===== config.mk =====
export PLATFORM = sky130hd
export DESIGN_NAME = spa_rot_cell
export DESIGN_NICKNAME = d
export VERILOG_FILES = /design/src/sv/spa_pkg.sv /design/src/sv/spa_rot_cell.sv
export SDC_FILE = /design/constraint.sdc
export NUM_CORES = 1
export LEC_CHECK = 0
export ABC_AREA = 1
export BUFFER_PORTS_ARGS = -buffer_cell sky130_fd_sc_hd__buf_4
export CORE_ASPECT_RATIO = 1.75
export CORE_MARGIN = 2
export CORE_UTILIZATION = 25
export DETAILED_ROUTE_END_ITERATION = 8
export PLACE_DENSITY = 0.41
export REMOVE_ABC_BUFFERS = 1
export SYNTH_ARGS = -nofsm -noshare
export SYNTH_HDL_FRONTEND = slang
export SYNTH_SLANG_ARGS = --single-unit

===== constraint.sdc =====
create_clock -name aclk -period 5.2 [get_ports aclk]
set_input_delay 0.26 -clock aclk [delete_from_list [all_inputs] [get_ports aclk]]
set_output_delay 0.26 -clock aclk [all_outputs]
set_load 0.005 [all_outputs]

===== src/sv/spa_pkg.sv =====
`timescale 1ns / 1ps
// shared types, constants and helper functions of the solar position pipeline
package spa_pkg;

    // angle output resolution and cordic shape
    localparam int ANGLE_BITS_DEF = 24;
    localparam int CORDIC_STEPS   = 28;
    localparam int CW             = 34;

    // one cordic lane between two cells
    typedef struct packed {
        logic signed [CW-1:0] x;
        logic signed [CW-1:0] y;
        logic signed [CW-1:0] z;
        logic                 flip;
    } cordic_t;

    // arctangent of 2^-i in 2^-32 turn
    localparam logic signed [CW-1:0] ATAN_TURNS [CORDIC_STEPS] = '{
        34'sd536870912, 34'sd316933406, 34'sd167458907, 34'sd85004756,
        34'sd42667331,  34'sd21354465,  34'sd10679838,  34'sd5340245,
        34'sd2670163,   34'sd1335087,   34'sd667544,    34'sd333772,
        34'sd166886,    34'sd83443,     34'sd41722,     34'sd20861,
        34'sd10430,     34'sd5215,      34'sd2608,      34'sd1304,
        34'sd652,       34'sd326,       34'sd163,       34'sd81,
        34'sd41,        34'sd20,        34'sd10,        34'sd5
    };

    localparam logic signed [CW-1:0] KINV      = 34'sd652032874;
    localparam logic signed [CW-1:0] QUARTER   = 34'sd1073741824;
    localparam logic signed [CW-1:0] HALF_TURN = 34'sd2147483648;

    // epoch in 2^-16 day
    localparam logic signed [40:0] EPOCH_FX = 41'sd160664453120;

    // mean longitude, anomaly and obliquity: offsets in 2^-64 turn
    localparam logic [127:0] L_OFS_W = (128'd280460 << 64) / 128'd360000;
    localparam logic [127:0] G_OFS_W = (128'd357528 << 64) / 128'd360000;
    localparam logic [127:0] E_OFS_W = (128'd23439 << 64) / 128'd360000;
    localparam logic [63:0]  L_OFS   = L_OFS_W[63:0];
    localparam logic [63:0]  G_OFS   = G_OFS_W[63:0];
    localparam logic [63:0]  E_OFS   = E_OFS_W[63:0];

    // rates in 2^-64 turn per 2^-16 day
    localparam logic [127:0] L_RATE_W = (128'd9856474 << 48) / 128'd3600000000;
    localparam logic [127:0] G_RATE_W = (128'd9856003 << 48) / 128'd3600000000;
    localparam logic [127:0] E_RATE_W = (128'd4 << 48) / 128'd3600000000;
    localparam logic [39:0]  RATES [3] = '{L_RATE_W[39:0], G_RATE_W[39:0], E_RATE_W[39:0]};

    // equation of centre and distance coefficients
    localparam logic [127:0] C1915_W = (128'd1915 << 32) / 128'd360000;
    localparam logic [127:0] C20_W   = (128'd20 << 32) / 128'd360000;
    localparam logic [127:0] C1671_W = (128'd1671 << 30) / 128'd100000;
    localparam logic [127:0] C14_W   = (128'd14 << 30) / 128'd100000;
    localparam logic [127:0] R0_W    = (128'd100014 << 30) / 128'd100000;
    localparam logic signed [31:0] C1915 = signed'(C1915_W[31:0]);
    localparam logic signed [31:0] C20   = signed'(C20_W[31:0]);
    localparam logic signed [31:0] C1671 = signed'(C1671_W[31:0]);
    localparam logic signed [31:0] C14   = signed'(C14_W[31:0]);
    localparam logic signed [39:0] R0    = signed'(R0_W[39:0]);
    localparam logic signed [39:0] DIST_MAX = 40'sd131071;

    // fold an angle into plus or minus a quarter turn for rotation
    function automatic cordic_t rot_prefold(input logic [31:0] a);
        cordic_t r;
        logic signed [CW-1:0] z;
        z = CW'(signed'(a));
        r.flip = 1'b0;
        if (z > QUARTER) begin
            z = z - HALF_TURN;
            r.flip = 1'b1;
        end else if (z < -QUARTER) begin
            z = z + HALF_TURN;
            r.flip = 1'b1;
        end
        r.x = KINV;
        r.y = '0;
        r.z = z;
        return r;
    endfunction

    // bring the vector into the right half plane for vectoring
    function automatic cordic_t vec_prefold(input logic signed [CW-1:0] x,
                                            input logic signed [CW-1:0] y);
        cordic_t r;
        r.flip = 1'b0;
        if (x < 0) begin
            r.x = -x;
            r.y = -y;
            r.z = HALF_TURN;
        end else begin
            r.x = x;
            r.y = y;
            r.z = '0;
        end
        return r;
    endfunction

    // cosine and sine after a rotation lane
    function automatic logic signed [31:0] rot_cos(input cordic_t r);
        logic signed [CW-1:0] v;
        v = r.flip ? -r.x : r.x;
        return v[31:0];
    endfunction

    function automatic logic signed [31:0] rot_sin(input cordic_t r);
        logic signed [CW-1:0] v;
        v = r.flip ? -r.y : r.y;
        return v[31:0];
    endfunction

endpackage


===== src/sv/spa_rot_cell.sv =====
`timescale 1ns / 1ps
// one cordic rotation step as a registered cell
module spa_rot_cell #(
    parameter int STEP = 0
) (
    input  logic             aclk,
    input  logic             en,
    input  spa_pkg::cordic_t d_in,
    output spa_pkg::cordic_t d_out
);

    spa_pkg::cordic_t cell_reg;
    spa_pkg::cordic_t cell_next;

    // rotate toward zero residual angle
    always_comb begin
        cell_next = d_in;
        if (d_in.z >= 0) begin
            cell_next.x = d_in.x - (d_in.y >>> STEP);
            cell_next.y = d_in.y + (d_in.x >>> STEP);
            cell_next.z = d_in.z - spa_pkg::ATAN_TURNS[STEP];
        end else begin
            cell_next.x = d_in.x + (d_in.y >>> STEP);
            cell_next.y = d_in.y - (d_in.x >>> STEP);
            cell_next.z = d_in.z + spa_pkg::ATAN_TURNS[STEP];
        end
    end

    always_ff @(posedge aclk) begin
        if (en) begin
            cell_reg <= cell_next;
        end
    end

    assign d_out = cell_reg;

endmodule


# After elaboration in Yosys (flattened, before gate mapping)
# Cells that the tools add are included.
[op_classes] magnitude_cmp=1 n_addsub=5 muxes=1
[op_table] operator="$mux W102" n=1
[op_table] operator="$sub A34 B34 Y34" n=2
[op_table] operator="$add A34 B31 Y34 const B" n=1
[op_table] operator="$add A34 B34 Y34" n=1
[op_table] operator="$ge A34 B1 Y1 const B" n=1
[op_table] operator="$sub A34 B31 Y34 const B" n=1
[word_totals] elab_cells=11 ff_bits=103 input_bits=105 output_inout_bits=103

# Depth between registers and ports, before layout
[depth] word_depth=2 mapped_depth=17

# Worst setup path before layout
# Ideal clock, no wire load.
[synth_path] kind="in2reg" start="in d_in[34] in the netlist's numbering" end="reg cell_reg, in the netlist d_out[34] (data pin)" t_arrival_ps=1897 cell_stages=15 slack_ps=3044 cell_sequence="inv_1 ha_1 nand3b_1 nor3_1 nand2_1 nor2_1 nor2_1 inv_2 buf_4 buf_6 fa_1 nand2_1 nand2_1 a21oi_1 xnor2_1"
[synth_rtl] element="start, declared" line="spa_rot_cell.sv:8" text="input spa_pkg::cordic_t d_in,"
[synth_rtl] element="end signal, assigned" line="spa_rot_cell.sv:31" text="cell_reg <= cell_next;"
[synth_rtl] element="end, declared" line="spa_rot_cell.sv:12" text="spa_pkg::cordic_t cell_reg;"

==> metrics <==
status finished clean; CTS resizes 0; initial antenna violation count 0; Final period util a little over half; mux share of post-synthesis cell area 0%; Largest register FFs a little over 100; crit path max fanout 66; Setup CP Type input pin to flop; synth warn 0; Gate power share roughly two fifths; hold_buf cts 0; largest net degree at the start of global routing between 60 and 70; clock period minus worst slack between 2000 and 3000 ps; Clock power frac approximately a quarter; NetSw roughly 1.2 mW; Post-synth EDFFs between 100 and 150; drt via density approximately 4.7; fin. max-slew vios 0; post-synthesis adder-cell area fraction between 10% and 20%; vias in the first global route 11.1k; Die Y around 280 um; area of the multi-input gates around 6500 um^2; Final Cell Area approximately 13000 um^2; Final nets about 2.0k; Switching Share 38.4%; slack of the critical path ~2400 ps; TritonCTS clock tree done; die area about 45000 um^2; placed insts around 2.3k; Pleak 6.47 nW; grt ovf 0; Main synth FF type edfxtp_1; Synth Area in Simple Gates 31.9%; Worst Tran Pin Value approximately 900 ps; CP arrival just under 3000 ps; Synth Instances ~1.6k; P&R area growth vs syn 21.2%; worst slack, placed 1870 ps; cts bufs inserted 9; Worst setup EP type flop; Max clock buf depth 2; clk sinks slightly above 100; layout cell share with drive strength beyond 1 approximately 16%; Chip Width between 150 and 200 um; # DRC 0; Mapped Area roughly 11000 um^2; I/O Pins 208; Antenna Cells 0; worst hold path type input pin to flop; H-tree levels 3; fill cell count 4783; max-cap violations 0; dpl cell area 12800 um^2; async set-reset flop share out of synthesis 0%; Req. time, crit path ~5300 ps; Post-Synthesis Mean Instance Area approximately 6.8 um^2; via count about 11k; unrepaired setup endpoints after global routing false; largest family of logic cells by synthesized area simple AND/OR/NAND/NOR gates; sequential-to-total area share from yosys stat between 20 and 30%; count leader, synth nand2_1; routability cong. slightly above 0.9; Register Area between 3000 and 4000 um^2; ANT nets after route 0; final setup violation count 0; CTS clk-pin slew, worst paths approximately 80 ps; initial core utilization 25.4%; Detailed Place HPWL 38100 um; Non-Filler Instances 2342; PD cells approximately 240 nW/um^2; Internal 1.91 mW; GRT Total Usage between 10% and 20%; Routed WL about 45000 um; Compound-Gate Fraction of Synth Area 12.6%; Critical Path Start Type input pin; global-route wire length before repair around 65000 um; Port-buffer cells ~210; Worst IR Drop VDD 0.162 mV; endpoints failing hold 0; average routed wire per standard cell between 15 and 20 um; setup bufs post-CTS 0; synth cell count leaders nand2_1 (450), inv_1 (231), nand3_1 (152); first-pass iteration count of the detailed router 5; worst relative slew slack 40.3%; Post-Route Setup TNS 0 ps; FF+latch count, synth 102; Root Buffer clkbuf_16; post-synth cell types 36; Core ar. roughly 43000 um^2; Yosys top cell area share around 28%; Max Fclk 354 MHz; Reg power frac 34.6%; Area contributors post-synth edfxtp_1 (28%), nand2_1 (16%), ha_1 (12%); post-synthesis xor/xnor area fraction under 10%; cell taking the most area after synthesis edfxtp_1; row count 100; initial DRC count just under 700
## power by group through the flow
stage | clock [mW] | sequential, mW | combinational [mW]
5_1_grt | 0.854 | 1.08 | 1.36
3_5_place_dp | 0 | 1.09 | 1.24
6_report | 0.800 | 1.07 | 1.23
2_1_floorplan | 0 | 1.09 | 0.651
3_3_place_gp | 0 | 1.09 | 1.24
4_1_cts | 0.827 | 1.07 | 1.24
## layout make-up
cell class	count	area share [%]
well taps	561	5.36
flip-flops and latches	102	23.4
repair buffers	210	12.0
inverters	246	7.05
multi-input cells	1207	49.6
clock buffers	9	1.72
clock inverters	7	0.832
## worst paths after layout
check,from,depth (start not counted),end
hold / removal,d_in[0],1,d_out[0]
setup / recovery,d_in[12],11,d_out[75]
## placed cells by master, fill, tap and decap left out, types with 3 or more instances in the layout
cell       count
xor2_1        32
buf_4        210
nor3_1        17
a21oi_2        8
a21oi_1      118
nand2_2       17
edfxtp_1     102
nand2_1      450
nand4_1       14
clkbuf_16      9
ha_1         104
inv_2         15
nand3_1      152
fa_1           4
o21ai_1       13
nor4_1         5
o21ai_0       91
nand3b_1       4
nor2_1       130
inv_1        231
a21o_1         3
o21a_1         3
o21bai_1      11
nor2_2        13
## routing by layer
metal	GRT usage, %	part of all wire, %
met3	2.81	4.2
met4	9.39	4.6
met2	39.8	56
met1	18.9	36
met5	0	0
## metrics by stage
step / util [%] / hold slack, ps / total power, mW
floorplan: - / 359 / 1.74
global placement: 30.0 / 439 / 2.33
detailed placement: 30.0 / 441 / 2.33
CTS: 30.8 / 36.0 / 3.15
global route: 30.8 / 36.7 / 3.29
finish: 30.8 / 58.4 / 3.10
## kinds of logic (layout without fill, tap and decap cells)
group                    count (synthesis)  in the layout
adder cells (fa/ha/maj)                108            108
AO/OA/AOI/OAI                          254            254
flip-flops                             102            102
AND/OR/NAND/NOR                        812            812
buffers and inverters                  290            472
XOR/XNOR                                33             33
## critical path, stage by stage
cell and delay, ps:
buf_4 120, nor2_1 120, nand4_1 110, nor3_1 290, nand2_1 90, nor2_1 220, nor2_4 40, buf_4 350
inv_2 530, buf_4 540, o21ai_0 170
Power figures use the tool's default switching activity.
