==> src/sv/spa_pkg.sv <==
`timescale 1ns / 1ps
// shared types, constants and helper functions of the solar position pipeline
package spa_pkg;

    // angle output resolution and cordic shape
    localparam int ANGLE_BITS_DEF = 24;
    localparam int CORDIC_STEPS   = 28;
    localparam int CW             = 34;

    // one cordic lane between two cells
    typedef struct packed {
        logic signed [CW-1:0] x;
        logic signed [CW-1:0] y;
        logic signed [CW-1:0] z;
        logic                 flip;
    } cordic_t;

    // arctangent of 2^-i in 2^-32 turn
    localparam logic signed [CW-1:0] ATAN_TURNS [CORDIC_STEPS] = '{
        34'sd536870912, 34'sd316933406, 34'sd167458907, 34'sd85004756,
        34'sd42667331,  34'sd21354465,  34'sd10679838,  34'sd5340245,
        34'sd2670163,   34'sd1335087,   34'sd667544,    34'sd333772,
        34'sd166886,    34'sd83443,     34'sd41722,     34'sd20861,
        34'sd10430,     34'sd5215,      34'sd2608,      34'sd1304,
        34'sd652,       34'sd326,       34'sd163,       34'sd81,
        34'sd41,        34'sd20,        34'sd10,        34'sd5
    };

    localparam logic signed [CW-1:0] KINV      = 34'sd652032874;
    localparam logic signed [CW-1:0] QUARTER   = 34'sd1073741824;
    localparam logic signed [CW-1:0] HALF_TURN = 34'sd2147483648;

    // epoch in 2^-16 day
    localparam logic signed [40:0] EPOCH_FX = 41'sd160664453120;

    // mean longitude, anomaly and obliquity: offsets in 2^-64 turn
    localparam logic [127:0] L_OFS_W = (128'd280460 << 64) / 128'd360000;
    localparam logic [127:0] G_OFS_W = (128'd357528 << 64) / 128'd360000;
    localparam logic [127:0] E_OFS_W = (128'd23439 << 64) / 128'd360000;
    localparam logic [63:0]  L_OFS   = L_OFS_W[63:0];
    localparam logic [63:0]  G_OFS   = G_OFS_W[63:0];
    localparam logic [63:0]  E_OFS   = E_OFS_W[63:0];

    // rates in 2^-64 turn per 2^-16 day
    localparam logic [127:0] L_RATE_W = (128'd9856474 << 48) / 128'd3600000000;
    localparam logic [127:0] G_RATE_W = (128'd9856003 << 48) / 128'd3600000000;
    localparam logic [127:0] E_RATE_W = (128'd4 << 48) / 128'd3600000000;
    localparam logic [39:0]  RATES [3] = '{L_RATE_W[39:0], G_RATE_W[39:0], E_RATE_W[39:0]};

    // equation of centre and distance coefficients
    localparam logic [127:0] C1915_W = (128'd1915 << 32) / 128'd360000;
    localparam logic [127:0] C20_W   = (128'd20 << 32) / 128'd360000;
    localparam logic [127:0] C1671_W = (128'd1671 << 30) / 128'd100000;
    localparam logic [127:0] C14_W   = (128'd14 << 30) / 128'd100000;
    localparam logic [127:0] R0_W    = (128'd100014 << 30) / 128'd100000;
    localparam logic signed [31:0] C1915 = signed'(C1915_W[31:0]);
    localparam logic signed [31:0] C20   = signed'(C20_W[31:0]);
    localparam logic signed [31:0] C1671 = signed'(C1671_W[31:0]);
    localparam logic signed [31:0] C14   = signed'(C14_W[31:0]);
    localparam logic signed [39:0] R0    = signed'(R0_W[39:0]);
    localparam logic signed [39:0] DIST_MAX = 40'sd131071;

    // fold an angle into plus or minus a quarter turn for rotation
    function automatic cordic_t rot_prefold(input logic [31:0] a);
        cordic_t r;
        logic signed [CW-1:0] z;
        z = CW'(signed'(a));
        r.flip = 1'b0;
        if (z > QUARTER) begin
            z = z - HALF_TURN;
            r.flip = 1'b1;
        end else if (z < -QUARTER) begin
            z = z + HALF_TURN;
            r.flip = 1'b1;
        end
        r.x = KINV;
        r.y = '0;
        r.z = z;
        return r;
    endfunction

    // bring the vector into the right half plane for vectoring
    function automatic cordic_t vec_prefold(input logic signed [CW-1:0] x,
                                            input logic signed [CW-1:0] y);
        cordic_t r;
        r.flip = 1'b0;
        if (x < 0) begin
            r.x = -x;
            r.y = -y;
            r.z = HALF_TURN;
        end else begin
            r.x = x;
            r.y = y;
            r.z = '0;
        end
        return r;
    endfunction

    // cosine and sine after a rotation lane
    function automatic logic signed [31:0] rot_cos(input cordic_t r);
        logic signed [CW-1:0] v;
        v = r.flip ? -r.x : r.x;
        return v[31:0];
    endfunction

    function automatic logic signed [31:0] rot_sin(input cordic_t r);
        logic signed [CW-1:0] v;
        v = r.flip ? -r.y : r.y;
        return v[31:0];
    endfunction

endpackage

==> src/sv/spa_front.sv <==
`timescale 1ns / 1ps
// day offset and mean angles: three pipeline stages
module spa_front (
    input  logic        aclk,
    input  logic [2:0]  en,
    input  logic [39:0] julian_day,
    output logic [31:0] l_ang,
    output logic [31:0] g_ang,
    output logic [31:0] e_ang
);

    logic signed [40:0] n_reg;
    logic [43:0]        pll_reg [3];
    logic [43:0]        plh_reg [3];
    logic signed [37:0] phl_reg [3];
    logic signed [37:0] phh_reg [3];
    logic [63:0]        prod    [3];
    logic [31:0]        l_reg, g_reg, e_reg;
    logic [23:0]        n_lo;
    logic signed [16:0] n_hi;

    assign n_lo = n_reg[23:0];
    assign n_hi = n_reg[40:24];

    // offset from the epoch
    always_ff @(posedge aclk) begin
        if (en[0]) begin
            n_reg <= signed'({1'b0, julian_day}) - spa_pkg::EPOCH_FX;
        end
    end

    // partial products of offset and rate
    always_ff @(posedge aclk) begin
        if (en[1]) begin
            for (int j = 0; j < 3; j++) begin
                pll_reg[j] <= n_lo * spa_pkg::RATES[j][19:0];
                plh_reg[j] <= n_lo * spa_pkg::RATES[j][39:20];
                phl_reg[j] <= n_hi * signed'({1'b0, spa_pkg::RATES[j][19:0]});
                phh_reg[j] <= n_hi * signed'({1'b0, spa_pkg::RATES[j][39:20]});
            end
        end
    end

    // recombine modulo one turn
    always_comb begin
        for (int j = 0; j < 3; j++) begin
            prod[j] = {20'b0, pll_reg[j]} + ({20'b0, plh_reg[j]} << 20)
                    + ({{26{phl_reg[j][37]}}, phl_reg[j]} << 24)
                    + ({{26{phh_reg[j][37]}}, phh_reg[j]} << 44);
        end
    end

    always_ff @(posedge aclk) begin
        if (en[2]) begin
            l_reg <= 32'((spa_pkg::L_OFS + prod[0]) >> 32);
            g_reg <= 32'((spa_pkg::G_OFS + prod[1]) >> 32);
            e_reg <= 32'((spa_pkg::E_OFS - prod[2]) >> 32);
        end
    end

    assign l_ang = l_reg;
    assign g_ang = g_reg;
    assign e_ang = e_reg;

endmodule

==> config.mk <==
export PLATFORM = sky130hd
export DESIGN_NAME = spa_front
export DESIGN_NICKNAME = d
export VERILOG_FILES = /design/src/sv/spa_pkg.sv /design/src/sv/spa_front.sv
export SDC_FILE = /design/constraint.sdc
export NUM_CORES = 2
export LEC_CHECK = 0
export BUFFER_PORTS_ARGS = -buffer_cell sky130_fd_sc_hd__buf_4
export CAP_MARGIN = 20
export CORE_AREA = 2 2 489 491
export CTS_BUF_LIST = sky130_fd_sc_hd__clkbuf_8
export CTS_CLUSTER_DIAMETER = 30
export DETAILED_ROUTE_END_ITERATION = 7
export DIE_AREA = 0 0 491 493
export SLEW_MARGIN = 20
export SYNTH_ARGS = -nofsm -noshare
export SYNTH_HDL_FRONTEND = slang
export SYNTH_SLANG_ARGS = --single-unit
==> constraint.sdc <==
create_clock -name aclk -period 14.4 [get_ports aclk]
set_input_delay 0.72 -clock aclk [delete_from_list [all_inputs] [get_ports aclk]]
set_output_delay 0.72 -clock aclk [all_outputs]
set_load 0.005 [all_outputs]
# After elaboration in Yosys (flattened, before gate mapping)
# Memories as Yosys holds them, arrays and structs flattened.
# Cells that the tools add are included.
# Widths: inputs -> output; s select.
word_totals:
  memories: 4
  ff_bits: 137
  output_inout_bits: 96
  elab_cells: 33
  mem_bits_rw: 492
  inputBits: 44
classes:
  n_addsub: 13
  muxes: 2
  mul: 10
mem_list:
  columns: ["memory", "depth", "word_bits", "rd", "rd_ports_with_merged_regs", "write_ports", "line", "rtl"]
  rows:
  - ["plh_reg", 3, 44, 3, 0, 3, "spa_front.sv:14", "logic [43:0] plh_reg [3];"]
  - ["pll_reg", 3, 44, 3, 0, 3, "spa_front.sv:13", "logic [43:0] pll_reg [3];"]
  - ["phh_reg", 3, 38, 3, 0, 3, "spa_front.sv:16", "logic signed [37:0] phh_reg [3];"]
  - ["phl_reg", 3, 38, 3, 0, 3, "spa_front.sv:15", "logic signed [37:0] phl_reg [3];"]
op_table:
  columns: ["cell", "n"]
  rows:
  - ["$add 64x64->64", 6]
  - ["$add 44x64->64", 3]
  - ["$add 64x64->64 const A", 2]
  - ["$mul 24x20->44 const B", 2]
  - ["$mul 24x19->43 const B", 2]
  - ["$mul 17x21->38 const B", 2]
  - ["$mul 17x20->37 const B", 2]
  - ["$sub 61x64->64 const A", 1]
  - ["$mul 24x18->42 const B", 1]
  - ["$sub 40x38->41 const B", 1]
  - ["$mul 17x19->36 const B", 1]
  - ["$mux 1", 2]

# Depth between registers and ports, before layout
# An unclocked memory read counts as a cell.
depth:
  word_depth: 5
  ltp_mapped: 25

# Worst setup path after synthesis
# Ideal clock, no wire load.
synth_timing:
  kind: "register to register"
  from: "register n_reg[11]"
  to: "memory plh_reg[0][43], data pin"
  period_less_slack_ps: 7001
  n_path_buf: 0
  slack_ps: 7399
  setup_ps: 260
  stages_incl_launch_ff: 21
  t_required_ps: 14140
  t_arrival_ps: 6742
  path_cell_list: "edfxtp_1 inv_1 fa_1 fa_1 fa_1 fa_1 inv_1 fa_1 fa_1 fa_1 ha_1 and3_1 a221o_1 a21oi_1 o2111a_1 a21oi_1 a211oi_1 nor3_1 a221oi_1 o21bai_1 xnor2_1"
synth_lines:
  columns: ["item", "line", "rtl"]
  rows:
  - ["start, declared", "spa_front.sv:12", "logic signed [40:0] n_reg;"]
  - ["start signal, assigned", "spa_front.sv:28", "n_reg <= signed'({1'b0, julian_day}) - spa_pkg::EPOCH_FX;"]
  - ["end, declared", "spa_front.sv:14", null]

==> results.py <==
metrics = {
    "outcome": {
        "status": "complete, no violations",
    },
    "sta": {
        "fin_crit_sh_pct": 56.2,
        "setup-tns-final_ns": 0,
        "maxSlewHeadroom_pct": 22.0,
        "rsz0062_at_grt": "false",
        "hold_violations": 0,
        "worstMarginPinSlew_ns": 1.16,
        "min_period_ns": 8.10,
        "setup_ws_ns": 6.30,
        "setup_viol_count_final": 0,
        "fmax_mhz": 123,
        "clock_skew_ns": 0.0810,
        "drv_slew": 0,
    },
    "synthesis": {
        "synth.largest_area_cell": "fa_1",
        "avgSynthCellArea_um2": 10.4,
        "syn-num-nets": 10731,
        "async_reset_ff_share_pct": 0,
        "synth_area_leaders": "fa_1 (31%), ha_1 (22%), edfxtp_1 (17%), inv_1 (10%), xnor2_1 (3.2%)",
        "synth-edff-count": 480,
        "synth_cell_type_count": 91,
        "synth_area_um2": 82600,
        "synth.yosys.seq_area_share_pct": 17.4,
        "syn_inst": 7952,
        "netlist.area_leader.share_pct": 31.2,
        "synth-warning-count": 0,
        "ys_dominant_reg_cell": "edfxtp_1",
        "ys_ff_latch": 480,
    },
    "setup_path": {
        "worstPathRequired_ns": 15.08,
        "cp-end-kind": "flip-flop",
        "path_class": "reg2reg",
        "start_kind": "flip-flop",
        "critPathMaxFanout": 12,
        "worstPathArrival_ns": 8.78,
    },
    "floorplan": {
        "coreArea_um2": 237000,
        "dieWidth_um": 491,
        "start_util_pct": 34.9,
        "ioPinCount": 140,
        "die-area_um2": 242000,
        "fp.dieH_um": 493,
        "num_rows": 179,
    },
    "clock_tree": {
        "clockBufferDepth": 3,
        "clock_sinks": 480,
        "cts_root_buf": "clkbuf_8",
        "htreeDepth": 4,
        "clock_latency_ns": 0.97,
        "clk_pin_slew_worst_paths_ns": 0.06,
        "cts_tree": "yes",
        "cts_made_buffers": 136,
    },
    "placed_design": {
        "port_buffers": 139,
        "placedCellCount": 11288,
        "place_congestion": 0.987,
        "placed_area_um2": 87900,
        "hpwl_mm": 242,
        "place_worst_setup_slack_ns": 6.32,
    },
    "route": {
        "routed_wl_mm": 280,
        "firstDrtPassIters": 6,
        "first_iter_violations": 4230,
        "ant_nets": 0,
        "drc_errors": 0,
        "routedWlPerCell_um": 24.2,
        "vias": 57576,
        "viasPerCell": 4.98,
    },
    "grt": {
        "grt_pass1_vias": 60572,
        "grt_usage_pct": 23.3,
        "grt_max_degree": 81,
        "grt-ovfl-total": 0,
        "grt_pass1_wl_mm": 412,
        "antenna_found_initial": 6,
    },
    "job": {
        "maxCapViolCount": 0,
    },
    "layout": {
        "seqCellArea_um2": 14400,
        "largest_reg_flops": 127,
        "stdcell_count": 11571,
        "fin_area_um2": 91400,
        "final_common_cell": "inv_1",
        "final_nets": 11071,
        "drive_above_1_share_pct": 5.64,
        "area_growth_pct": 10.6,
        "n_fill_cell": 23471,
        "multi_input_comb_area_um2": 59800,
        "final_cell_mix": "inv_1 (2224), ha_1 (1446), fa_1 (1289)",
    },
    "hold_path": {
        "hold_class": "in2reg",
    },
}
[synth_stat cells, types with 14 or more instances]
| master | number |
|---|---|
| fa_1 | 1289 |
| nor2_1 | 248 |
| nand2_1 | 215 |
| or2_2 | 22 |
| and3_1 | 42 |
| a21oi_1 | 348 |
| nor2b_1 | 44 |
| a211o_1 | 15 |
| o21a_1 | 51 |
| nand4_1 | 47 |
| clkbuf_1 | 24 |
| ha_1 | 1446 |
| nand3_1 | 89 |
| xnor2_1 | 304 |
| o31ai_1 | 17 |
| a211oi_1 | 53 |
| or3_1 | 19 |
| a31oi_1 | 38 |
| o21bai_1 | 55 |
| o211ai_1 | 19 |
| edfxtp_1 | 480 |
| and2_1 | 19 |
| nor4_1 | 14 |
| nand2b_1 | 54 |
| o21ai_0 | 200 |
| inv_1 | 2210 |
| a21o_1 | 154 |
| xor2_1 | 135 |
| nor3_1 | 65 |
| and4_1 | 14 |
| a21boi_0 | 16 |
[worst max-delay path: stages, from the launching register on]
cell	delay (ns)
edfxtp_1	0.35
buf_4	0.24
inv_1	0.63
fa_1	0.65
fa_1	0.44
fa_1	0.52
fa_1	0.57
inv_1	0.06
fa_1	0.45
fa_1	0.52
fa_1	0.44
ha_1	0.37
and3_1	0.18
a221o_1	0.32
a21oi_1	0.43
o2111a_1	0.24
a21oi_1	0.15
a211oi_1	0.50
nor3_1	0.18
a221oi_1	0.31
o21bai_1	0.11
xnor2_1	0.15
[cell families (layout without fill, tap and decap cells)]
logic type / after synthesis / in the layout / synth area share [%]
compound gates: 1134 / 1134 / 9.04
xor+xnor: 439 / 439 / 4.65
fa+ha+maj: 2735 / 2735 / 53.1
buf+inv: 2235 / 2686 / 10.2
flops: 480 / 480 / 17.4
mux: 3 / 3 / 0.0364
other cells: 0 / 1 / 0
simple gates: 926 / 926 / 5.51
[layer usage]
metal | track usage (%) | vias to the layer above | routed length [um]
li1 | - | 26427 | -
met1 | 33.7 | 29026 | 132000
met2 | 36.1 | 1809 | 124000
met3 | 3.24 | 314 | 16100
met4 | 6.71 | 0 | 8060
met5 | 0 | - | 0
[final cells by class]
cell class              instances  area share, %
diodes                          1        0.00274
multi-input cells            5237           65.4
inverters                    2210           9.08
well taps                    3167           4.34
repair buffers                227           1.96
flip-flops and latches        480           15.8
clock inverters               113           1.36
clock buffers                 136           2.05
[repair_timing]
| item | in CTS | in global routing |
|---|---|---|
| hold buffers | 33 | 0 |
| resized for setup | 0 | 0 |
| setup endpoints to repair | 0 | 0 |
| hold endpoints to repair | 33 | 0 |
| buffers inserted | 0 | 0 |
[metrics by stage]
stage	util [%]	hold WS (ns)
2_1_floorplan	-	0.543
3_3_place_gp	37.1	0.581
3_5_place_dp	37.1	0.586
4_1_cts	38.6	0.00554
5_1_grt	38.6	0.0579
6_report	38.6	0.102
[worst paths after layout]
path,startpoint,end,slack (ns),depth (start not counted)
hold / removal,julian_day[21],n_reg[21]$_DFFE_PP_,0.10,2
hold reg to reg,phl_reg[0][99]$_DFFE_PP_,e_ang[15]$_DFFE_PP_,0.60,1
setup reg to reg,n_reg[10]$_DFFE_PP_,plh_reg[0][43]$_DFFE_PP_,6.30,21
setup / recovery,n_reg[10]$_DFFE_PP_,plh_reg[0][43]$_DFFE_PP_,6.30,21
Power is left out: the tool's default activity adds up to more than one toggle a clock period on the data nets, which glitch-free logic cannot reach.
