[config.mk]
export PLATFORM = sky130hd
export DESIGN_NAME = spa_vec_cell
export DESIGN_NICKNAME = d
export VERILOG_FILES = /design/src/sv/spa_pkg.sv /design/src/sv/spa_vec_cell.sv
export SDC_FILE = /design/constraint.sdc
export NUM_CORES = 1
export LEC_CHECK = 0
export ABC_CLOCK_PERIOD_IN_PS = 4200
export BUFFER_PORTS_ARGS = -buffer_cell sky130_fd_sc_hd__buf_2
export CAP_MARGIN = 20
export CORE_MARGIN = 2
export CORE_UTILIZATION = 28
export DETAILED_ROUTE_END_ITERATION = 8
export PLACE_DENSITY = 0.55
export SYNTH_ARGS = -nofsm -noshare
export SYNTH_HDL_FRONTEND = slang
export SYNTH_SLANG_ARGS = --single-unit
[constraint.sdc]
create_clock -name aclk -period 4.2 [get_ports aclk]
set_input_delay 0.63 -clock aclk [delete_from_list [all_inputs] [get_ports aclk]]
set_output_delay 0.63 -clock aclk [all_outputs]
set_load 0.1 [all_outputs]
[src/sv/spa_pkg.sv]
`timescale 1ns / 1ps
// shared types, constants and helper functions of the solar position pipeline
package spa_pkg;

    // angle output resolution and cordic shape
    localparam int ANGLE_BITS_DEF = 24;
    localparam int CORDIC_STEPS   = 28;
    localparam int CW             = 34;

    // one cordic lane between two cells
    typedef struct packed {
        logic signed [CW-1:0] x;
        logic signed [CW-1:0] y;
        logic signed [CW-1:0] z;
        logic                 flip;
    } cordic_t;

    // arctangent of 2^-i in 2^-32 turn
    localparam logic signed [CW-1:0] ATAN_TURNS [CORDIC_STEPS] = '{
        34'sd536870912, 34'sd316933406, 34'sd167458907, 34'sd85004756,
        34'sd42667331,  34'sd21354465,  34'sd10679838,  34'sd5340245,
        34'sd2670163,   34'sd1335087,   34'sd667544,    34'sd333772,
        34'sd166886,    34'sd83443,     34'sd41722,     34'sd20861,
        34'sd10430,     34'sd5215,      34'sd2608,      34'sd1304,
        34'sd652,       34'sd326,       34'sd163,       34'sd81,
        34'sd41,        34'sd20,        34'sd10,        34'sd5
    };

    localparam logic signed [CW-1:0] KINV      = 34'sd652032874;
    localparam logic signed [CW-1:0] QUARTER   = 34'sd1073741824;
    localparam logic signed [CW-1:0] HALF_TURN = 34'sd2147483648;

    // epoch in 2^-16 day
    localparam logic signed [40:0] EPOCH_FX = 41'sd160664453120;

    // mean longitude, anomaly and obliquity: offsets in 2^-64 turn
    localparam logic [127:0] L_OFS_W = (128'd280460 << 64) / 128'd360000;
    localparam logic [127:0] G_OFS_W = (128'd357528 << 64) / 128'd360000;
    localparam logic [127:0] E_OFS_W = (128'd23439 << 64) / 128'd360000;
    localparam logic [63:0]  L_OFS   = L_OFS_W[63:0];
    localparam logic [63:0]  G_OFS   = G_OFS_W[63:0];
    localparam logic [63:0]  E_OFS   = E_OFS_W[63:0];

    // rates in 2^-64 turn per 2^-16 day
    localparam logic [127:0] L_RATE_W = (128'd9856474 << 48) / 128'd3600000000;
    localparam logic [127:0] G_RATE_W = (128'd9856003 << 48) / 128'd3600000000;
    localparam logic [127:0] E_RATE_W = (128'd4 << 48) / 128'd3600000000;
    localparam logic [39:0]  RATES [3] = '{L_RATE_W[39:0], G_RATE_W[39:0], E_RATE_W[39:0]};

    // equation of centre and distance coefficients
    localparam logic [127:0] C1915_W = (128'd1915 << 32) / 128'd360000;
    localparam logic [127:0] C20_W   = (128'd20 << 32) / 128'd360000;
    localparam logic [127:0] C1671_W = (128'd1671 << 30) / 128'd100000;
    localparam logic [127:0] C14_W   = (128'd14 << 30) / 128'd100000;
    localparam logic [127:0] R0_W    = (128'd100014 << 30) / 128'd100000;
    localparam logic signed [31:0] C1915 = signed'(C1915_W[31:0]);
    localparam logic signed [31:0] C20   = signed'(C20_W[31:0]);
    localparam logic signed [31:0] C1671 = signed'(C1671_W[31:0]);
    localparam logic signed [31:0] C14   = signed'(C14_W[31:0]);
    localparam logic signed [39:0] R0    = signed'(R0_W[39:0]);
    localparam logic signed [39:0] DIST_MAX = 40'sd131071;

    // fold an angle into plus or minus a quarter turn for rotation
    function automatic cordic_t rot_prefold(input logic [31:0] a);
        cordic_t r;
        logic signed [CW-1:0] z;
        z = CW'(signed'(a));
        r.flip = 1'b0;
        if (z > QUARTER) begin
            z = z - HALF_TURN;
            r.flip = 1'b1;
        end else if (z < -QUARTER) begin
            z = z + HALF_TURN;
            r.flip = 1'b1;
        end
        r.x = KINV;
        r.y = '0;
        r.z = z;
        return r;
    endfunction

    // bring the vector into the right half plane for vectoring
    function automatic cordic_t vec_prefold(input logic signed [CW-1:0] x,
                                            input logic signed [CW-1:0] y);
        cordic_t r;
        r.flip = 1'b0;
        if (x < 0) begin
            r.x = -x;
            r.y = -y;
            r.z = HALF_TURN;
        end else begin
            r.x = x;
            r.y = y;
            r.z = '0;
        end
        return r;
    endfunction

    // cosine and sine after a rotation lane
    function automatic logic signed [31:0] rot_cos(input cordic_t r);
        logic signed [CW-1:0] v;
        v = r.flip ? -r.x : r.x;
        return v[31:0];
    endfunction

    function automatic logic signed [31:0] rot_sin(input cordic_t r);
        logic signed [CW-1:0] v;
        v = r.flip ? -r.y : r.y;
        return v[31:0];
    endfunction

endpackage

[src/sv/spa_vec_cell.sv]
`timescale 1ns / 1ps
// one cordic vectoring step as a registered cell
module spa_vec_cell #(
    parameter int STEP = 0
) (
    input  logic             aclk,
    input  logic             en,
    input  spa_pkg::cordic_t d_in,
    output spa_pkg::cordic_t d_out
);

    spa_pkg::cordic_t cell_reg;
    spa_pkg::cordic_t cell_next;

    // drive y toward zero and accumulate the angle
    always_comb begin
        cell_next = d_in;
        if (d_in.y >= 0) begin
            cell_next.x = d_in.x + (d_in.y >>> STEP);
            cell_next.y = d_in.y - (d_in.x >>> STEP);
            cell_next.z = d_in.z + spa_pkg::ATAN_TURNS[STEP];
        end else begin
            cell_next.x = d_in.x - (d_in.y >>> STEP);
            cell_next.y = d_in.y + (d_in.x >>> STEP);
            cell_next.z = d_in.z - spa_pkg::ATAN_TURNS[STEP];
        end
    end

    always_ff @(posedge aclk) begin
        if (en) begin
            cell_reg <= cell_next;
        end
    end

    assign d_out = cell_reg;

endmodule

Word level (Yosys, flattened, before mapping)
Cells that the tools add are included.
{ "totals": {"register_bits": 103, "input_bits": 105, "output_inout_bits": 103, "wordCells": 11} }
{ "classes": {"addsub": 5, "n_lt_le_gt_ge": 1, "n_mux": 1} }
{ "ops": {"columns": ["operator", "count"], "rows": [
  ["$mux 102", 1],
  ["$sub 34x34->34", 2],
  ["$add 34x31->34 const B", 1],
  ["$add 34x34->34", 1],
  ["$ge 34x1->1 const B", 1],
  ["$sub 34x31->34 const B", 1]
]} }

Depth between registers and ports, before layout
Gate-level depths: netlist of run 1.
{ "depth": {"ltp_word": 2, "mapped_depth": 12, "depth_no_buf": 11} }

Least setup slack after synthesis of run 1
No wires, ideal clock.
{ "synth_path": {"path_type": "in2reg", "start": "input d_in[35] (netlist bit)", "end": "register cell_reg (netlist bit d_out[99]), data pin", "arrival_time_ns": 2.618, "setup_slack_ns": 1.314, "stages": 10, "n_path_buf": 0, "path_cell_list": "ha_1 -> fa_1 -> nor2b_1 -> o211ai_1 -> a21oi_1 -> o31ai_1 -> o21ai_1 -> a211oi_1 -> o22ai_1 -> xnor2_1"} }
{ "synth_lines": {"columns": ["element", "line", "text"], "rows": [
  ["start, declared", "spa_vec_cell.sv:8", "input spa_pkg::cordic_t d_in,"],
  ["end signal, assigned", "spa_vec_cell.sv:31", "cell_reg <= cell_next;"],
  ["end, declared", "spa_vec_cell.sv:12", "spa_pkg::cordic_t cell_reg;"]
]} }

==> impl_results.md, run 1 <==
- Post-CTS Resized: 0
- Syn_area_per_cell: about 8.9 um^2
- Post-synthesis sequential area ratio: 32.9%
- Fin. Hold Viols: 0
- Vias: 8671
- Postcts setup bufs: 0
- Die area: ~35000 um^2
- Layout cells sized above 1: a little over a fifth
- Total GRT Usage: 17.6%
- Final Setup Violations: 0
- WS Path Type: in -> reg
- DR vias/cell: 5.16
- Initial antenna violation count: 0
- CTS Buf Count: 9
- Root buf cell: clkbuf_16
- Multi-input logic area: between 5000 and 6000 um^2
- Nets: approximately 1400
- ANT cells: 0
- Yosys cell types: 76
- Synth area leader: edfxtp_1
- Commonest cells after routing, fill and taps aside: buf_2 (206), a21oi_1 (116), ha_1 (102), edfxtp_1 (102), inv_1 (99)
- Hold Crit Depth: 1
- PD cells: between 400 and 500 nW/um^2
- Synthesized area: 9310 um^2
- Chip width: around 190 um
- Non-Filler Instances: about 1700
- Syn_nets: 1257
- RSZ-0062 raised after global routing: false
- DP Cell Count: roughly 1700
- Largest fanout on the critical path: 14
- Post-route clock period utilization: ~83%
- Antenna-violating nets left: 0
- Gpl congestion: between 0.9 and 1
- I/O Buffers: just over 200
- Detailed Place HPWL: 25600 um
- Fin crit period: about 3.5 ns
- Storage cell area: slightly above 3000 um^2
- CP Capture Type: flip-flop
- Crit path largest cell delay: 0.64 ns
- Commonest register cell after synthesis: edfxtp_1
- Top cell type's share of synthesized area: about 33%
- VDD IR max: ~0.29 mV
- Hold Path Class: in -> reg
- First-pass iteration count of the detailed router: 6
- Starting DRC count in detailed routing: slightly above 800
- Buffer and inverter count on the worst path: 2
- Initial Util: between 20 and 30%
- CORE AREA: 32600 um^2
- Critical-path cell list: buf_2 > inv_1 > ha_1 > nand4_1 > nor2_1 > nand4_1 > or2_1 > a21oi_2 > a31oi_1 > a211oi_1 > xnor2_1
- Clock sinks: just over 100
- Crit path depth: 11
- Delay-heaviest family, CP: simple AND/OR/NAND/NOR gates
- Drt drc: 0
- Status: completed
- Most common cell after layout, fill and taps aside: buf_2
- Yosys synthesis warning count: 0
- Area Growth Syn to Fin: 18.9%
- Post-CTS Hold Fix Bufs: 0
- Vias in the first global route: 8317
- Clock Path Buffers: 2
- Slew headroom: between 20% and 30%
- WP data required: 4.28 ns
- Worst endpoint data arrival time: 3.56 ns
- Highest Clock Rate: 0.287 GHz
- Clock transition at path regs: approximately 0.070 ns
- Die span in y: roughly 190 um
- Sum of negative setup slack: 0 ns
- Max reg flops: 102
- Fill count: between 3000 and 4000
- Leakage: slightly below 5 nW
- Worst Tran Pin Value: about 1.1 ns
- First-pass GRT wire length: about 48000 um
- Htree depth: 3
- Max_cap viols: 0
- Cells after Synth: ~1000
- Most frequent CP cell: nand4_1
- Crit start category: input port
- Share of synthesized registers carrying an async set or reset: 0%
- Largest net degree at the start of global routing: 38
- Total Wirelength: around 32000 um
- Final slew viol count: 0
- FF+latch count, synth: between 100 and 150
- FP Rows: 66
- Worst Hold Slack: 0.449 ns
- Worst path slowest cell: ha_1
- Grt total ovfl: 0
- I/O pin count: 208
- CTS tree: yes
- Synth area leaders: edfxtp_1 (33%), ha_1 (14%), a21oi_1 (6.2%)
- Post-synth EDFFs: approximately 100
- Wire per inst: ~19 um
==> where the power goes <==
part | switching, mW | internal (mW)
combinational | 1.80 | 0.499
clock | 0.368 | 0.515
sequential | 0.0490 | 1.31
total | 2.22 | 2.33
==> cell usage after synthesis (12+ instances only) <==
cell type and instances:
a211oi_1 23, a21o_1 27, a21oi_1 116, a31oi_1 13, buf_2 14, clkbuf_1 19, edfxtp_1 102, ha_1 102
inv_1 100, mux2i_1 12, nand2_1 57, nand3_1 14, nor2_1 76, nor2b_1 20, nor3_1 17, nor4_1 12
o211ai_1 18, o21ai_0 53, o21ai_1 15, o21bai_1 23, xnor2_1 58
==> cells by family after synthesis <==
family,synth area share [%]
compound gates,24.9
simple gates,12.7
buf+inv,7.30
fa+ha+maj,14.6
flops,32.9
xor+xnor,6.40
mux,1.29
==> layout make-up <==
class | instances | share of cell area (%)
multi-input combinational | 788 | 50.3
sequential | 102 | 27.7
timing repair buffer | 225 | 10.6
tap | 442 | 5.00
inverter | 108 | 3.66
clock buffer | 10 | 2.07
clock inverter | 5 | 0.678
==> final timing paths <==
| kind | slack, ns | endpoint | startpoint |
|---|---|---|---|
| worst max-delay path | 0.72 | d_out[96] | d_in[53] |
| worst min-delay path | 0.45 | d_out[10] | d_in[10] |
==> layer usage <==
layer  share of wire (%)  vias up  GRT usage (%)  wire [um]
met1                  47     4100           25.3      14900
met2                  44      395           27.3      13900
met5                   0        -              0          0
li1                    -     4145              -          -
met3                 7.1       31           2.90       2240
met4                 1.7        0           4.98        527
==> per-stage QoR <==
stage	utilization, %	instance area, um^2	setup WS (ns)	total power, mW
final	33.9	11100	0.719	4.54
after detailed placement	33.0	10800	0.424	3.67
after global placement	33.0	10800	0.353	3.67
after floorplan	-	9310	1.31	3.16
after CTS	33.9	11100	0.798	4.57
after global routing	33.9	11100	0.547	4.74
No activity file was read; power rests on OpenSTA's default activity.
==> run 2, diff against run 1 <==
--- a/config.mk
+++ b/config.mk
@@ -5,13 +5,13 @@
 export SDC_FILE = /design/constraint.sdc
 export NUM_CORES = 1
 export LEC_CHECK = 0
-export ABC_CLOCK_PERIOD_IN_PS = 4200
+export ABC_CLOCK_PERIOD_IN_PS = 2840
 export BUFFER_PORTS_ARGS = -buffer_cell sky130_fd_sc_hd__buf_2
 export CAP_MARGIN = 20
 export CORE_MARGIN = 2
 export CORE_UTILIZATION = 28
 export DETAILED_ROUTE_END_ITERATION = 8
-export PLACE_DENSITY = 0.55
+export PLACE_DENSITY = 0.56
 export SYNTH_ARGS = -nofsm -noshare
 export SYNTH_HDL_FRONTEND = slang
 export SYNTH_SLANG_ARGS = --single-unit
==> constraint.sdc (replaced) <==
create_clock -name aclk -period 2.84 [get_ports aclk]
set_input_delay 0.426 -clock aclk [delete_from_list [all_inputs] [get_ports aclk]]
set_output_delay 0.426 -clock aclk [all_outputs]
set_load 0.1 [all_outputs]
==> impl_results.md, run 2 (synthesized netlist as in run 1, its figures left out) <==
- Status: completed
- Global route hottest layer: met2
- Vias: around 9500
- Slew headroom: about 60%
- Hold Path Class: in -> reg
- Initial antenna violation count: 1
- Final Setup Violations: 0
- Worst endpoint data arrival time: slightly below 3 ns
- WP data required: around 3.0 ns
- FP Rows: 66
- Dpl ws: -0.444 ns
- Drt drc: 0
- Largest fanout on the critical path: 10
- First-pass iteration count of the detailed router: 5
- CP Capture Type: flip-flop
- Area Growth Syn to Fin: 42.1%
- Max reg flops: about 100
- First-pass GRT wire length: 53700 um
- Fin crit period: around 2.8 ns
- Post-CTS Hold Fix Bufs: 0
- Max_cap viols: 0
- Root buf cell: clkbuf_16
- Clock Path Buffers: 2
- CORE AREA: around 33000 um^2
- Largest net degree at the start of global routing: 45
- Antenna-violating nets left: 0
- Die area: about 35000 um^2
- Design Power: between 7 and 8 mW
- Commonest cells after routing, fill and taps aside: buf_4 (284), buf_2 (206), a21oi_1 (111), edfxtp_1 (102), ha_1 (100)
- GRT met3 Usage: around 3.3%
- I/O pin count: ~210
- Met1 track utilization from global routing: between 20 and 30%
- ANT cells: 0
- Worst Tran Pin Value: 0.594 ns
- CTS Buf Count: 9
- Post-route clock period utilization: just under 100%
- WS Path Type: in -> reg
- Starting DRC count in detailed routing: between 600 and 700
- VDD IR max: 0.354 mV
- Vias in the first global route: between 9000 and 10000
- PD cells: between 500 and 600 nW/um^2
- Crit start category: input port
- Htree depth: 3
- Final slew viol count: 0
- Layout cells sized above 1: 37.0%
- Worst path slowest cell: ha_1
- Crit path largest cell delay: roughly 0.43 ns
- Wire per inst: roughly 18 um
- Most common cell after layout, fill and taps aside: buf_4
- Fin. Hold Viols: 0
- Die span in y: between 150 and 200 um
- Gpl congestion: a little over 0.9
- Final Util: about 41%
- Chip width: approximately 190 um
- Detailed Place HPWL: just under 30000 um
- Initial Util: ~29%
- Critical-path cell list: buf_2 > inv_1 > ha_1 > buf_4 > a221oi_2 > o221ai_1 > a211oi_2 > o21a_1 > nor2_1 > o41ai_2 > xnor2_1
- Final WS setup: ~0.06 ns
- Global-route track usage on met2: 30.1%
- Total Wirelength: between 30000 and 40000 um
- CTS tree: yes
- RSZ-0062 raised after global routing: false
- Nets: 1713
- Clock transition at path regs: approximately 0.08 ns
- Grt total ovfl: 0
- Highest Clock Rate: roughly 0.36 GHz
- Leakage: 6.16 nW
- DR vias/cell: between 4 and 5
- I/O Buffers: just over 200
- Total GRT Usage: just under 20%
- Clock sinks: around 100
## run 2: cell count changes in the layout (fill, tap and decap cells not counted), sizes merged
cell / before / now
clkbuf: 10 / 9
clkinv: 5 / 9
clkinvlp: 1 / 0
bufinv: 2 / 0
inv: 105 / 106
buf: 225 / 493
## run 2: timing repair
| action | CTS | global route |
|---|---|---|
| buffers inserted | 0 | 1 |
| pin swaps | 0 | 6 |
| endpoints found under the hold margin | 0 | 0 |
| gates resized for setup | 1 | 33 |
| endpoints found under the setup margin | 2 | 22 |
## run 2: per-stage QoR
step           cells  hold slack (ns)  area, um^2  TNS (ns)
6_report        1949            0.237       13200         0
5_1_grt         1949            0.221       13200         0
4_1_cts         1948            0.213       13100         0
3_5_place_dp    1932            0.604       12800     -9.00
3_3_place_gp    1932            0.603       12800     -7.57
2_1_floorplan   1046            0.525        9310         0
## run 2: per-layer routing
layer / share of wire, % / wire [um]
met2: 43 / 14900
met4: 1.6 / 563
met3: 6.9 / 2390
met1: 49 / 17000
met5: 0.032 / 11
## run 2: worst max-delay path, delay by kind of cell
kind,cells,cell delay (ns)
xor+xnor,1,0.12
buf+inv,3,0.34
fa+ha+maj,1,0.43
simple gates,1,0.08
compound gates,5,1.48
## run 2: layout make-up
type	count	area, um^2
sequential	102	3060
multi-input combinational	788	5720
clock inverter	7	38.8
fill	3317	19400
timing repair buffer	493	3220
inverter	108	405
tap	442	553
clock buffer	9	225
## run 2: final timing paths
kind,from,endpoint,slack [ns],depth (start not counted)
worst min-delay path,d_in[10],d_out[10],0.24,1
worst max-delay path,d_in[50],d_out[67],0.06,11
## run 2: report_power, final
part           internal [mW]  switching (mW)
logic                   1.12            2.80
registers               1.94          0.0654
clock network          0.590           0.571
